## src/rtl/assert_macros.svh

```systemverilog
// ----------------------------------------------------------------------------
// Assertion macros
// Shared concurrent assertion forms, clocked and reset-qualified.
// ----------------------------------------------------------------------------
`ifndef ASSERT_MACROS_SVH
`define ASSERT_MACROS_SVH

// Property holds on every clock edge outside reset
`define ASSERT_ALWAYS(name, clk, rst_n, prop) \
  name: assert property (@(posedge clk) disable iff (!(rst_n)) (prop)) \
    else $error("assertion failed");

// Same-cycle implication
`define ASSERT_IMPLIES(name, clk, rst_n, ante, cons) \
  name: assert property (@(posedge clk) disable iff (!(rst_n)) (ante) |-> (cons)) \
    else $error("assertion failed");

// Next-cycle implication
`define ASSERT_NEXT(name, clk, rst_n, ante, cons) \
  name: assert property (@(posedge clk) disable iff (!(rst_n)) (ante) |=> (cons)) \
    else $error("assertion failed");

`endif

```

## src/rtl/sshdf_pkg.sv

```systemverilog
// ----------------------------------------------------------------------------
// sshdf_pkg
// Constants and types for the SSH packet deframer.
// ----------------------------------------------------------------------------
package sshdf_pkg;

  // Width of the packet length and body counters (16..32)
  localparam int unsigned LENGTH_BITS = 20;
  // Extra bytes allowed above the configured maximum packet length
  localparam int unsigned OVERHEAD    = 32;
  // Number of big-endian packet length bytes
  localparam int unsigned LEN_BYTES   = 4;

  localparam int unsigned MAXLEN_W    = 20;
  localparam int unsigned PLEN_W      = 20;
  localparam int unsigned HCNT_W      = $clog2(LEN_BYTES + 1);
  localparam int unsigned MAX_RESET   = 35032;

  // Largest length the counters can represent, held in 33 bits
  localparam logic [32:0] LEN_LIMIT = 33'((64'd1 << LENGTH_BITS) - 64'd1);

  typedef enum logic [2:0] {
    PH_HEADER = 3'b001,
    PH_BODY   = 3'b010,
    PH_ERROR  = 3'b100
  } phase_e;

  typedef enum logic [2:0] {
    K_HEADER  = 3'd0,
    K_TYPE    = 3'd1,
    K_PAYLOAD = 3'd2,
    K_PADDING = 3'd3,
    K_ERROR   = 3'd4
  } kind_e;

endpackage

```

## src/rtl/ssh_packet_deframer.sv

```systemverilog
// A result appears in the output register in the cycle after its byte is taken.
// Throughput: one byte per clock; the single result register is drained and
// refilled in the same cycle, so input stalls only while that register is held.
// Reset: deframer returns to the header phase with empty counters, the error
// flag clears and the max packet length register returns to 35032.
// ----------------------------------------------------------------------------
// ssh_packet_deframer
// Classifies decrypted SSH transport bytes as header, message type, payload
// or padding, marks the last byte of each packet and flags bad lengths.
// ----------------------------------------------------------------------------
`include "assert_macros.svh"

module ssh_packet_deframer import sshdf_pkg::*; (
  input  logic                clk_i,
  input  logic                rst_ni,
  // configuration write
  input  logic                cfg_valid_i,
  output logic                cfg_ready_o,
  input  logic [MAXLEN_W-1:0] cfg_max_packet_length_i,
  // byte input
  input  logic                in_valid_i,
  output logic                in_stall_o,
  input  logic [7:0]          data_byte_i,
  // classified output
  output logic                out_valid_o,
  input  logic                out_stall_i,
  output logic [7:0]          out_byte_o,
  output logic [2:0]          kind_o,
  output logic                last_o,
  output logic [PLEN_W-1:0]   payload_length_o
);

  localparam int unsigned LB = LENGTH_BITS;

  // Registers
  logic [MAXLEN_W-1:0] max_len_q;
  phase_e              phase_q, phase_d;
  logic [HCNT_W-1:0]   hdr_cnt_q, hdr_cnt_d;
  logic [31:0]         len_q, len_d;
  logic [LB-1:0]       body_cnt_q, body_cnt_d;
  logic [LB-1:0]       plen_q, plen_d;       // payload length incl. message byte
  logic [LB-1:0]       last_idx_q, last_idx_d; // index of final body byte
  logic                out_valid_q, out_valid_d;
  logic [7:0]          out_byte_q;
  kind_e               kind_q, kind_d;
  logic                last_q, last_d;
  logic [PLEN_W-1:0]   out_plen_q, out_plen_d;

  logic        accept;
  logic [31:0] len_shift;
  logic [32:0] len_cap;
  logic        too_long;
  logic        too_short;
  logic [LB-1:0] plen_new;
  logic [31:0] plen_new_ext;
  logic [31:0] plen_q_ext;

  assign cfg_ready_o = 1'b1;
  assign in_stall_o  = out_valid_q && out_stall_i;
  assign accept      = in_valid_i && !in_stall_o;

  // Header arithmetic
  assign len_shift = {len_q[23:0], data_byte_i};
  assign len_cap   = {{(33-MAXLEN_W){1'b0}}, max_len_q} + 33'(OVERHEAD);
  assign too_long  = ({1'b0, len_shift} > len_cap) || ({1'b0, len_shift} > LEN_LIMIT);
  assign too_short = {1'b0, len_q} < (33'(data_byte_i) + 33'd2);
  assign plen_new  = LB'(len_q) - LB'(1) - LB'(data_byte_i);
  assign plen_new_ext = 32'(plen_new);
  assign plen_q_ext   = 32'(plen_q);

  // Next-state and result classification
  always_comb begin
    phase_d    = phase_q;
    hdr_cnt_d  = hdr_cnt_q;
    len_d      = len_q;
    body_cnt_d = body_cnt_q;
    plen_d     = plen_q;
    last_idx_d = last_idx_q;
    kind_d     = K_ERROR;
    last_d     = 1'b0;
    out_plen_d = '0;

    case (phase_q)
      PH_HEADER: begin
        if (hdr_cnt_q < HCNT_W'(LEN_BYTES)) begin
          len_d     = len_shift;
          hdr_cnt_d = hdr_cnt_q + HCNT_W'(1);
          kind_d    = K_HEADER;
          if (hdr_cnt_q == HCNT_W'(LEN_BYTES - 1) && too_long) begin
            phase_d = PH_ERROR;
            kind_d  = K_ERROR;
          end
        end else if (too_short) begin
          phase_d = PH_ERROR;
        end else begin
          // padding-length byte
          phase_d    = PH_BODY;
          body_cnt_d = '0;
          plen_d     = plen_new;
          last_idx_d = LB'(len_q) - LB'(2);
          kind_d     = K_HEADER;
          out_plen_d = plen_new_ext[PLEN_W-1:0];
        end
      end
      PH_BODY: begin
        out_plen_d = plen_q_ext[PLEN_W-1:0];
        if (body_cnt_q == '0) begin
          kind_d = K_TYPE;
        end else if (body_cnt_q < plen_q) begin
          kind_d = K_PAYLOAD;
        end else begin
          kind_d = K_PADDING;
        end
        if (body_cnt_q >= last_idx_q) begin
          last_d     = 1'b1;
          phase_d    = PH_HEADER;
          hdr_cnt_d  = '0;
          len_d      = '0;
          body_cnt_d = '0;
        end else begin
          body_cnt_d = body_cnt_q + LB'(1);
        end
      end
      default: begin
        kind_d = K_ERROR;
      end
    endcase
  end

  // Output register handshake
  always_comb begin
    out_valid_d = out_valid_q;
    if (accept) begin
      out_valid_d = 1'b1;
    end else if (!out_stall_i) begin
      out_valid_d = 1'b0;
    end
  end

  // Control state
  always_ff @(posedge clk_i or negedge rst_ni) begin
    if (!rst_ni) begin
      max_len_q   <= MAXLEN_W'(MAX_RESET);
      phase_q     <= PH_HEADER;
      hdr_cnt_q   <= '0;
      len_q       <= '0;
      body_cnt_q  <= '0;
      plen_q      <= '0;
      last_idx_q  <= '0;
      out_valid_q <= 1'b0;
    end else begin
      out_valid_q <= out_valid_d;
      if (cfg_valid_i && cfg_ready_o) begin
        max_len_q <= cfg_max_packet_length_i;
      end
      if (accept) begin
        phase_q    <= phase_d;
        hdr_cnt_q  <= hdr_cnt_d;
        len_q      <= len_d;
        body_cnt_q <= body_cnt_d;
        plen_q     <= plen_d;
        last_idx_q <= last_idx_d;
      end
    end
  end

  // Result payload
  always_ff @(posedge clk_i) begin
    if (accept) begin
      out_byte_q <= data_byte_i;
      kind_q     <= kind_d;
      last_q     <= last_d;
      out_plen_q <= out_plen_d;
    end
  end

  assign out_valid_o      = out_valid_q;
  assign out_byte_o       = out_byte_q;
  assign kind_o           = kind_q;
  assign last_o           = last_q;
  assign payload_length_o = out_plen_q;

  // Assertions
  `ASSERT_NEXT(a_error_sticky, clk_i, rst_ni, phase_q == PH_ERROR, phase_q == PH_ERROR)
  `ASSERT_IMPLIES(a_last_is_body, clk_i, rst_ni, out_valid_q && last_q,
                  kind_q == K_TYPE || kind_q == K_PAYLOAD || kind_q == K_PADDING)
  `ASSERT_IMPLIES(a_error_clean, clk_i, rst_ni, out_valid_q && kind_q == K_ERROR,
                  !last_q && out_plen_q == '0)
  `ASSERT_IMPLIES(a_body_in_range, clk_i, rst_ni, phase_q == PH_BODY,
                  body_cnt_q <= last_idx_q && plen_q != '0)

endmodule

```

## config.mk

```make
export PLATFORM = sky130hd
export DESIGN_NAME = ssh_packet_deframer
export DESIGN_NICKNAME = d
export VERILOG_FILES = /design/src/rtl/sshdf_pkg.sv /design/src/rtl/ssh_packet_deframer.sv
export VERILOG_INCLUDE_DIRS = /design/src /design/src/rtl
export SDC_FILE = /design/constraint.sdc
export NUM_CORES = 1
export LEC_CHECK = 0
export BUFFER_PORTS_ARGS = -buffer_cell sky130_fd_sc_hd__buf_2
export CORE_ASPECT_RATIO = 0.9
export CORE_MARGIN = 5
export CORE_UTILIZATION = 40
export DETAILED_ROUTE_END_ITERATION = 16
export PLACE_DENSITY_LB_ADDON = 0.3
export SLEW_MARGIN = 0
export SYNTH_ARGS = -nofsm -noshare
export SYNTH_HDL_FRONTEND = slang
export SYNTH_SLANG_ARGS = --single-unit
```

## constraint.sdc

```tcl
create_clock -name clk_i -period 4.8 [get_ports clk_i]
set_input_delay 1.44 -clock clk_i [delete_from_list [all_inputs] [get_ports clk_i]]
set_output_delay 1.44 -clock clk_i [all_outputs]
set_load 0.05 [all_outputs]
```

==> results of run 1 <==
worst reg2reg max path: stages, from the launching register on:
cell	delay (ps)
dfstp_2	570
and3_1	180
and2_1	190
and3_1	230
nand2_1	80
xor2_1	140
ha_1	320
nand4_1	170
nor4_1	440
a21boi_0	160
o21ai_0	170
nand2_1	80
a21oi_1	290
o22ai_1	200
flip-flops by register name, summed over array words and instances, names as in the netlist, 8 cells and up:
name              count
body_cnt_q           20
last_idx_q           20
len_q                32
max_len_q            20
out_byte_o            8
payload_length_o     20
plen_q               20
layout make-up:
type / count / share of cell area, %
Clock inverter: 14 / 1.605
Multi-Input combinational cell: 647 / 45.20
Sequential cell: 151 / 38.66
Clock buffer: 18 / 4.203
Tap cell: 297 / 3.640
Inverter: 70 / 2.574
Timing Repair Buffer: 76 / 4.118
synth_stat cells, drive strengths merged (4+ instances only):
| cell type | number |
|---|---|
| nand3 | 43 |
| dfrtp | 112 |
| a21oi | 40 |
| a211o | 4 |
| nand4 | 15 |
| or3 | 10 |
| buf | 19 |
| and3 | 9 |
| o21a | 4 |
| xnor2 | 31 |
| xor2 | 21 |
| edfxtp | 32 |
| ha | 84 |
| a21o | 10 |
| dfstp | 7 |
| inv | 70 |
| o311ai | 11 |
| o22ai | 13 |
| a211oi | 4 |
| nand2 | 106 |
| or4 | 5 |
| nor4 | 17 |
| a22o | 21 |
| nand2b | 4 |
| nor3 | 17 |
| nor3b | 6 |
| o21ai | 72 |
| mux2 | 24 |
| clkbuf | 17 |
| nor2 | 36 |
per-layer routing:
layer	GRT usage [%]	up-vias	wire length, um
li1	-	3378	-
met1	25.19	3285	10840
met2	25.92	109	9905
met3	3.632	13	748
met4	3.168	0	133
met5	0	-	0
where the power goes:
part           internal (mW)  leakage [nW]  switching, mW
logic                 0.0699          2.49          0.144
clock network          0.780         0.287          0.585
registers               1.34          1.78         0.0201
how the worst max path moves through the flow:
stage / startpoint / to / slack [ps]
3_5_place_dp: data_byte_i[1] / plen_q[16]$_DFFE_PN0P_ / 490
3_3_place_gp: data_byte_i[1] / last_idx_q[12]$_DFFE_PN0P_ / 560
2_1_floorplan: data_byte_i[1] / body_cnt_q[3]$_DFFE_PN0P_ / 930
6_report: data_byte_i[1] / plen_q[15]$_DFFE_PN0P_ / 900
4_1_cts: data_byte_i[1] / plen_q[15]$_DFFE_PN0P_ / 920
5_1_grt: data_byte_i[1] / plen_q[15]$_DFFE_PN0P_ / 670
logic make-up after synthesis:
group / share of synthesized area, %
flops: 43.74
other cells: 0.04155
mux: 2.995
fa+ha+maj: 11.87
buf+inv: 5.185
simple gates: 16.25
compound gates: 14.88
xor+xnor: 5.046
per-stage QoR:
stage	cell area, um^2	utilization, %	total power [mW]	cells
final	10210	45.62	2.942	1273
after global routing	10210	45.62	3.054	1273
after CTS	10210	45.62	2.974	1273
after detailed placement	9617	42.97	1.605	1241
after global placement	9617	42.97	1.601	1241
after floorplan	9025	-	1.522	904
==> flow_summary.toml, run 1 <==
[clocking]
hold_buffers = 0
h-tree-depth = 4
cts_tree = "yes"
cts.sinks = 151
clk_pin_slew_ps = 60
cts_max_path_buffers = 2
postCtsSetupBuffers = 0
ctsResizeCount = 0
cts-buffers-inserted = 17
clk_latency_ps = 430
cts-root-buf = "clkbuf_16"

[global_routing]
antenna_found_initial = 0
grt_pass1_vias = 6392
gr-total-overflow = 0
grt_usage_pct = 17.00
grt_max_degree = 75
grt_pass1_wl_mm = 34.99

[critical_path]
reg2regPathDepth = 13
crit_arrival_ps = 4180
r2r_end = "kind_o[2]$_DFFE_PP_"
path_class = "primary input to flop"
r2r_setup_slack_ps = 1310
required_ps = 5090
slowest_stage = "nor4_1"
cp.depth = 14
cp_common_cell = "nand2_1"
path_cells = "buf_2, inv_1, nor4_1, nand2_1, xnor2_1, ha_1, a211o_1, nor3_1, or3_1, o21ai_2, nand3_4, buf_12, nand2_1, o21ai_0"
end_kind = "flop"
rr_startpoint = "max_len_q[7]$_DFFE_PN1P_"
cp-start-kind = "primary input"
critPathTopFamily = "simple AND/OR/NAND/NOR gates"
crit_fanout = 58
cp_num_buf_inv = 3
max_stage_delay_ps = 430

[yosys]
ys_seq_area_share_pct = 43.74
yosys_most_used_dff = "dfrtp_1"
post-synth-top-area-cell = "dfrtp_1"
syn_area_um2 = 9025
yosysUniqueCellTypes = 72
yosysWarnings = 0
synth_edf_count = 32
syn_inst = 904
yosys.area.top_type_share_pct = 31.06
synth.top_cells.by_area = "dfrtp_1 31%, ha_1 12%, edfxtp_1 11%"
synth_area_per_cell_um2 = 9.983
synthArstFlopShare_pct = 78.81
synth_seq_cells = 151
synth_nets = 1022

[hold_path]
hold_start = "plen_q[10]$_DFFE_PN0P_"
whs_path_depth = 2
min_to = "plen_q[10]$_DFFE_PN0P_"
hp-class = "flop to flop"

[finish]
syn2layout_area_growth_pct = 13.13
drive_gt1_share_pct = 16.70
mostFrequentLayoutCell = "dfrtp_1"
fillers = 2142
seq_area_um2 = 3948
multi_input_area_um2 = 4614
final_nets = 1081
antenna_cells = 0
layout_common_cells = "112 x dfrtp_1, 106 x nand2_1, 84 x ha_1, 70 x inv_1, 65 x buf_2"

[sta]
finalClockSkew_ps = 9.923
drv_slew = 0
rsz0062_at_grt = "no"
hold_viol = 0
setup_slack_ps = 903.0
tns_ps = 0
setup_viol = 0
slew_headroom_pct = 33.96
worst-slew-pin-transition_ps = 990.6
fmax_ghz = 0.2566
period_minus_slack_ps = 3897
post-route-period-util_pct = 81.19
hold-worst-slack_ps = 478.9

[route]
route.detailed.drc = 0
avgViaCountPerCell = 5.330
vias = 6785
drtIter0Drc = 411
wl_per_cell_um = 16.99
detail-route-antenna-nets = 0
drt_wl_total_mm = 21.63
dr.pass1.iters = 5

[floorplanning]
coreArea_um2 = 22380
io_pins = 68
core.rowCount = 52
die_y_um = 152.5
start_util_pct = 40.32
fp.dieW_um = 168.3
die_area_um2 = 25670

[pwr]
p_leak_nw = 4.552
ir_drop_mv = 0.1984
power-per-cell-area_nw_per_um2 = 288.2

[place]
gp_congestion = 0.8280
dp_slack_ps = 485.4
hpwl_mm = 15.83
io_buffers = 66

[run_status]
status = "completed"

[run]
maxCapViolations = 0
Power figures use the tool's default switching activity.
==> inputs of run 2 (changes only) <==
==> constraint.sdc (replaced) <==
create_clock -name clk_i -period 3.52 [get_ports clk_i]
set_input_delay 1.056 -clock clk_i [delete_from_list [all_inputs] [get_ports clk_i]]
set_output_delay 1.056 -clock clk_i [all_outputs]
set_load 0.05 [all_outputs]
==> flow_summary.toml, run 2 (synthesis results as in run 1) <==
[clocking]
hold_buffers = 0
clk_latency_ps = 420
h-tree-depth = 4
cts-buffers-inserted = 17
cts-root-buf = "clkbuf_16"
cts_max_path_buffers = 2
cts_tree = "yes"
clk_pin_slew_ps = 60
cts.sinks = 151

[finish]
final_area_um2 = 10430
largest_register_ffs = 32
mostFrequentLayoutCell = "dfrtp_1"
regMostFlops = "len_q"
final_cells = 1298
antenna_cells = 0
drive_gt1_share_pct = 18.78
layout_common_cells = "112 x dfrtp_1, 106 x nand2_1, 84 x ha_1, 70 x inv_1, 65 x buf_2"
final_nets = 1106
syn2layout_area_growth_pct = 15.61

[place]
dp_cells = 1266
io_buffers = 66
dp_slack_ps = -188.0
gp_congestion = 0.8293
hpwl_mm = 16.21
place_area_um2 = 9854

[critical_path]
reg2regPathDepth = 14
r2r_end = "kind_o[2]$_DFFE_PP_"
end_kind = "flop"
r2r_setup_slack_ps = 420
required_ps = 3760
cp-start-kind = "primary input"
crit_fanout = 11
path_class = "primary input to flop"
rr_startpoint = "max_len_q[7]$_DFFE_PN1P_"
crit_arrival_ps = 3520

[sta]
hold_viol = 0
slew_headroom_pct = 37.25
finalClockSkew_ps = 10.18
rsz0062_at_grt = "no"
drv_slew = 0
hold-worst-slack_ps = 480.0
post-route-period-util_pct = 93.15
setup_viol = 0
worst-slew-pin-transition_ps = 937.8
period_minus_slack_ps = 3279
fmax_ghz = 0.3050
setup_slack_ps = 241.1

[route]
drtIter0Drc = 464
drt_wl_total_mm = 22.18
detail-route-antenna-nets = 0
wl_per_cell_um = 17.09
route.detailed.drc = 0
avgViaCountPerCell = 5.389
vias = 6995
dr.pass1.iters = 7

[global_routing]
grt_pass1_wl_mm = 35.91
grt_usage_pct = 17.31
antenna_found_initial = 0
grt_max_degree = 59
grt_pass1_vias = 6745
gr-total-overflow = 0

[pwr]
post-layout-total-power_mw = 3.973
ir_drop_mv = 0.2624
p_leak_nw = 4.678
power-per-cell-area_nw_per_um2 = 380.8

[floorplanning]
start_util_pct = 40.32
coreArea_um2 = 22380
core.rowCount = 52
die_y_um = 152.5
io_pins = 68
die_area_um2 = 25670
fp.dieW_um = 168.3

[hold_path]
min_to = "plen_q[14]$_DFFE_PN0P_"
hp-class = "flop to flop"
hold_start = "plen_q[14]$_DFFE_PN0P_"
whs_path_depth = 2

[run_status]
status = "completed"

[run]
maxCapViolations = 0
## run 2: report_power, final
part	internal (mW)	switching (mW)	leakage, nW
Sequential	1.83	0.0260	1.78
Clock	1.05	0.753	0.269
Combinational	0.109	0.200	2.63
Total	2.99	0.979	4.68
## run 2: cell type report
| type | count | area [um^2] |
|---|---|---|
| Clock inverter | 14 | 133.9 |
| Clock buffer | 18 | 439.2 |
| Multi-Input combinational cell | 647 | 4621 |
| Fill cell | 2099 | 11950 |
| Inverter | 70 | 262.8 |
| Sequential cell | 151 | 3948 |
| Tap cell | 297 | 371.6 |
| Timing Repair Buffer | 101 | 658.1 |
## run 2: timing repair
item,4_1_cts,5_1_grt
endpoints found under the setup margin,0,1
setup buffers,0,0
resized for setup,0,1
## run 2: how the worst max path moves through the flow
stage / slack [ps] / startpoint / endpoint
finish: 240 / data_byte_i[1] / payload_length_o[15]$_DFFE_PP_
global route: 50 / data_byte_i[2] / payload_length_o[15]$_DFFE_PP_
CTS: 240 / data_byte_i[1] / payload_length_o[15]$_DFFE_PP_
detailed placement: -190 / data_byte_i[1] / payload_length_o[15]$_DFFE_PP_
global placement: -120 / data_byte_i[1] / payload_length_o[15]$_DFFE_PP_
floorplan: 40 / data_byte_i[1] / body_cnt_q[3]$_DFFE_PN0P_
## run 2: routing by layer
layer	GRT usage, %	vias to the layer above	part of all wire [%]
met5	0	-	0
met4	4.560	0	1.6
met3	3.165	23	4.8
met2	25.73	173	44
met1	25.99	3363	50
li1	-	3436	-
## run 2: worst max-delay path, cell delays in order
cell and delay, ps:
buf_2 120, ha_1 170, and3_1 190, nand3_1 100, xnor2_1 140, ha_1 290
a211o_1 180, nor3_1 50, or3_1 420, o21ai_2 210, buf_4 140, nand2_1 90
buf_12 160, o22ai_1 190
## run 2: through the flow
step	TNS (ps)	utilization [%]
floorplan	0	-
global placement	-3445	44.03
detailed placement	-6184	44.03
CTS	0	46.59
global route	0	46.62
finish	0	46.62
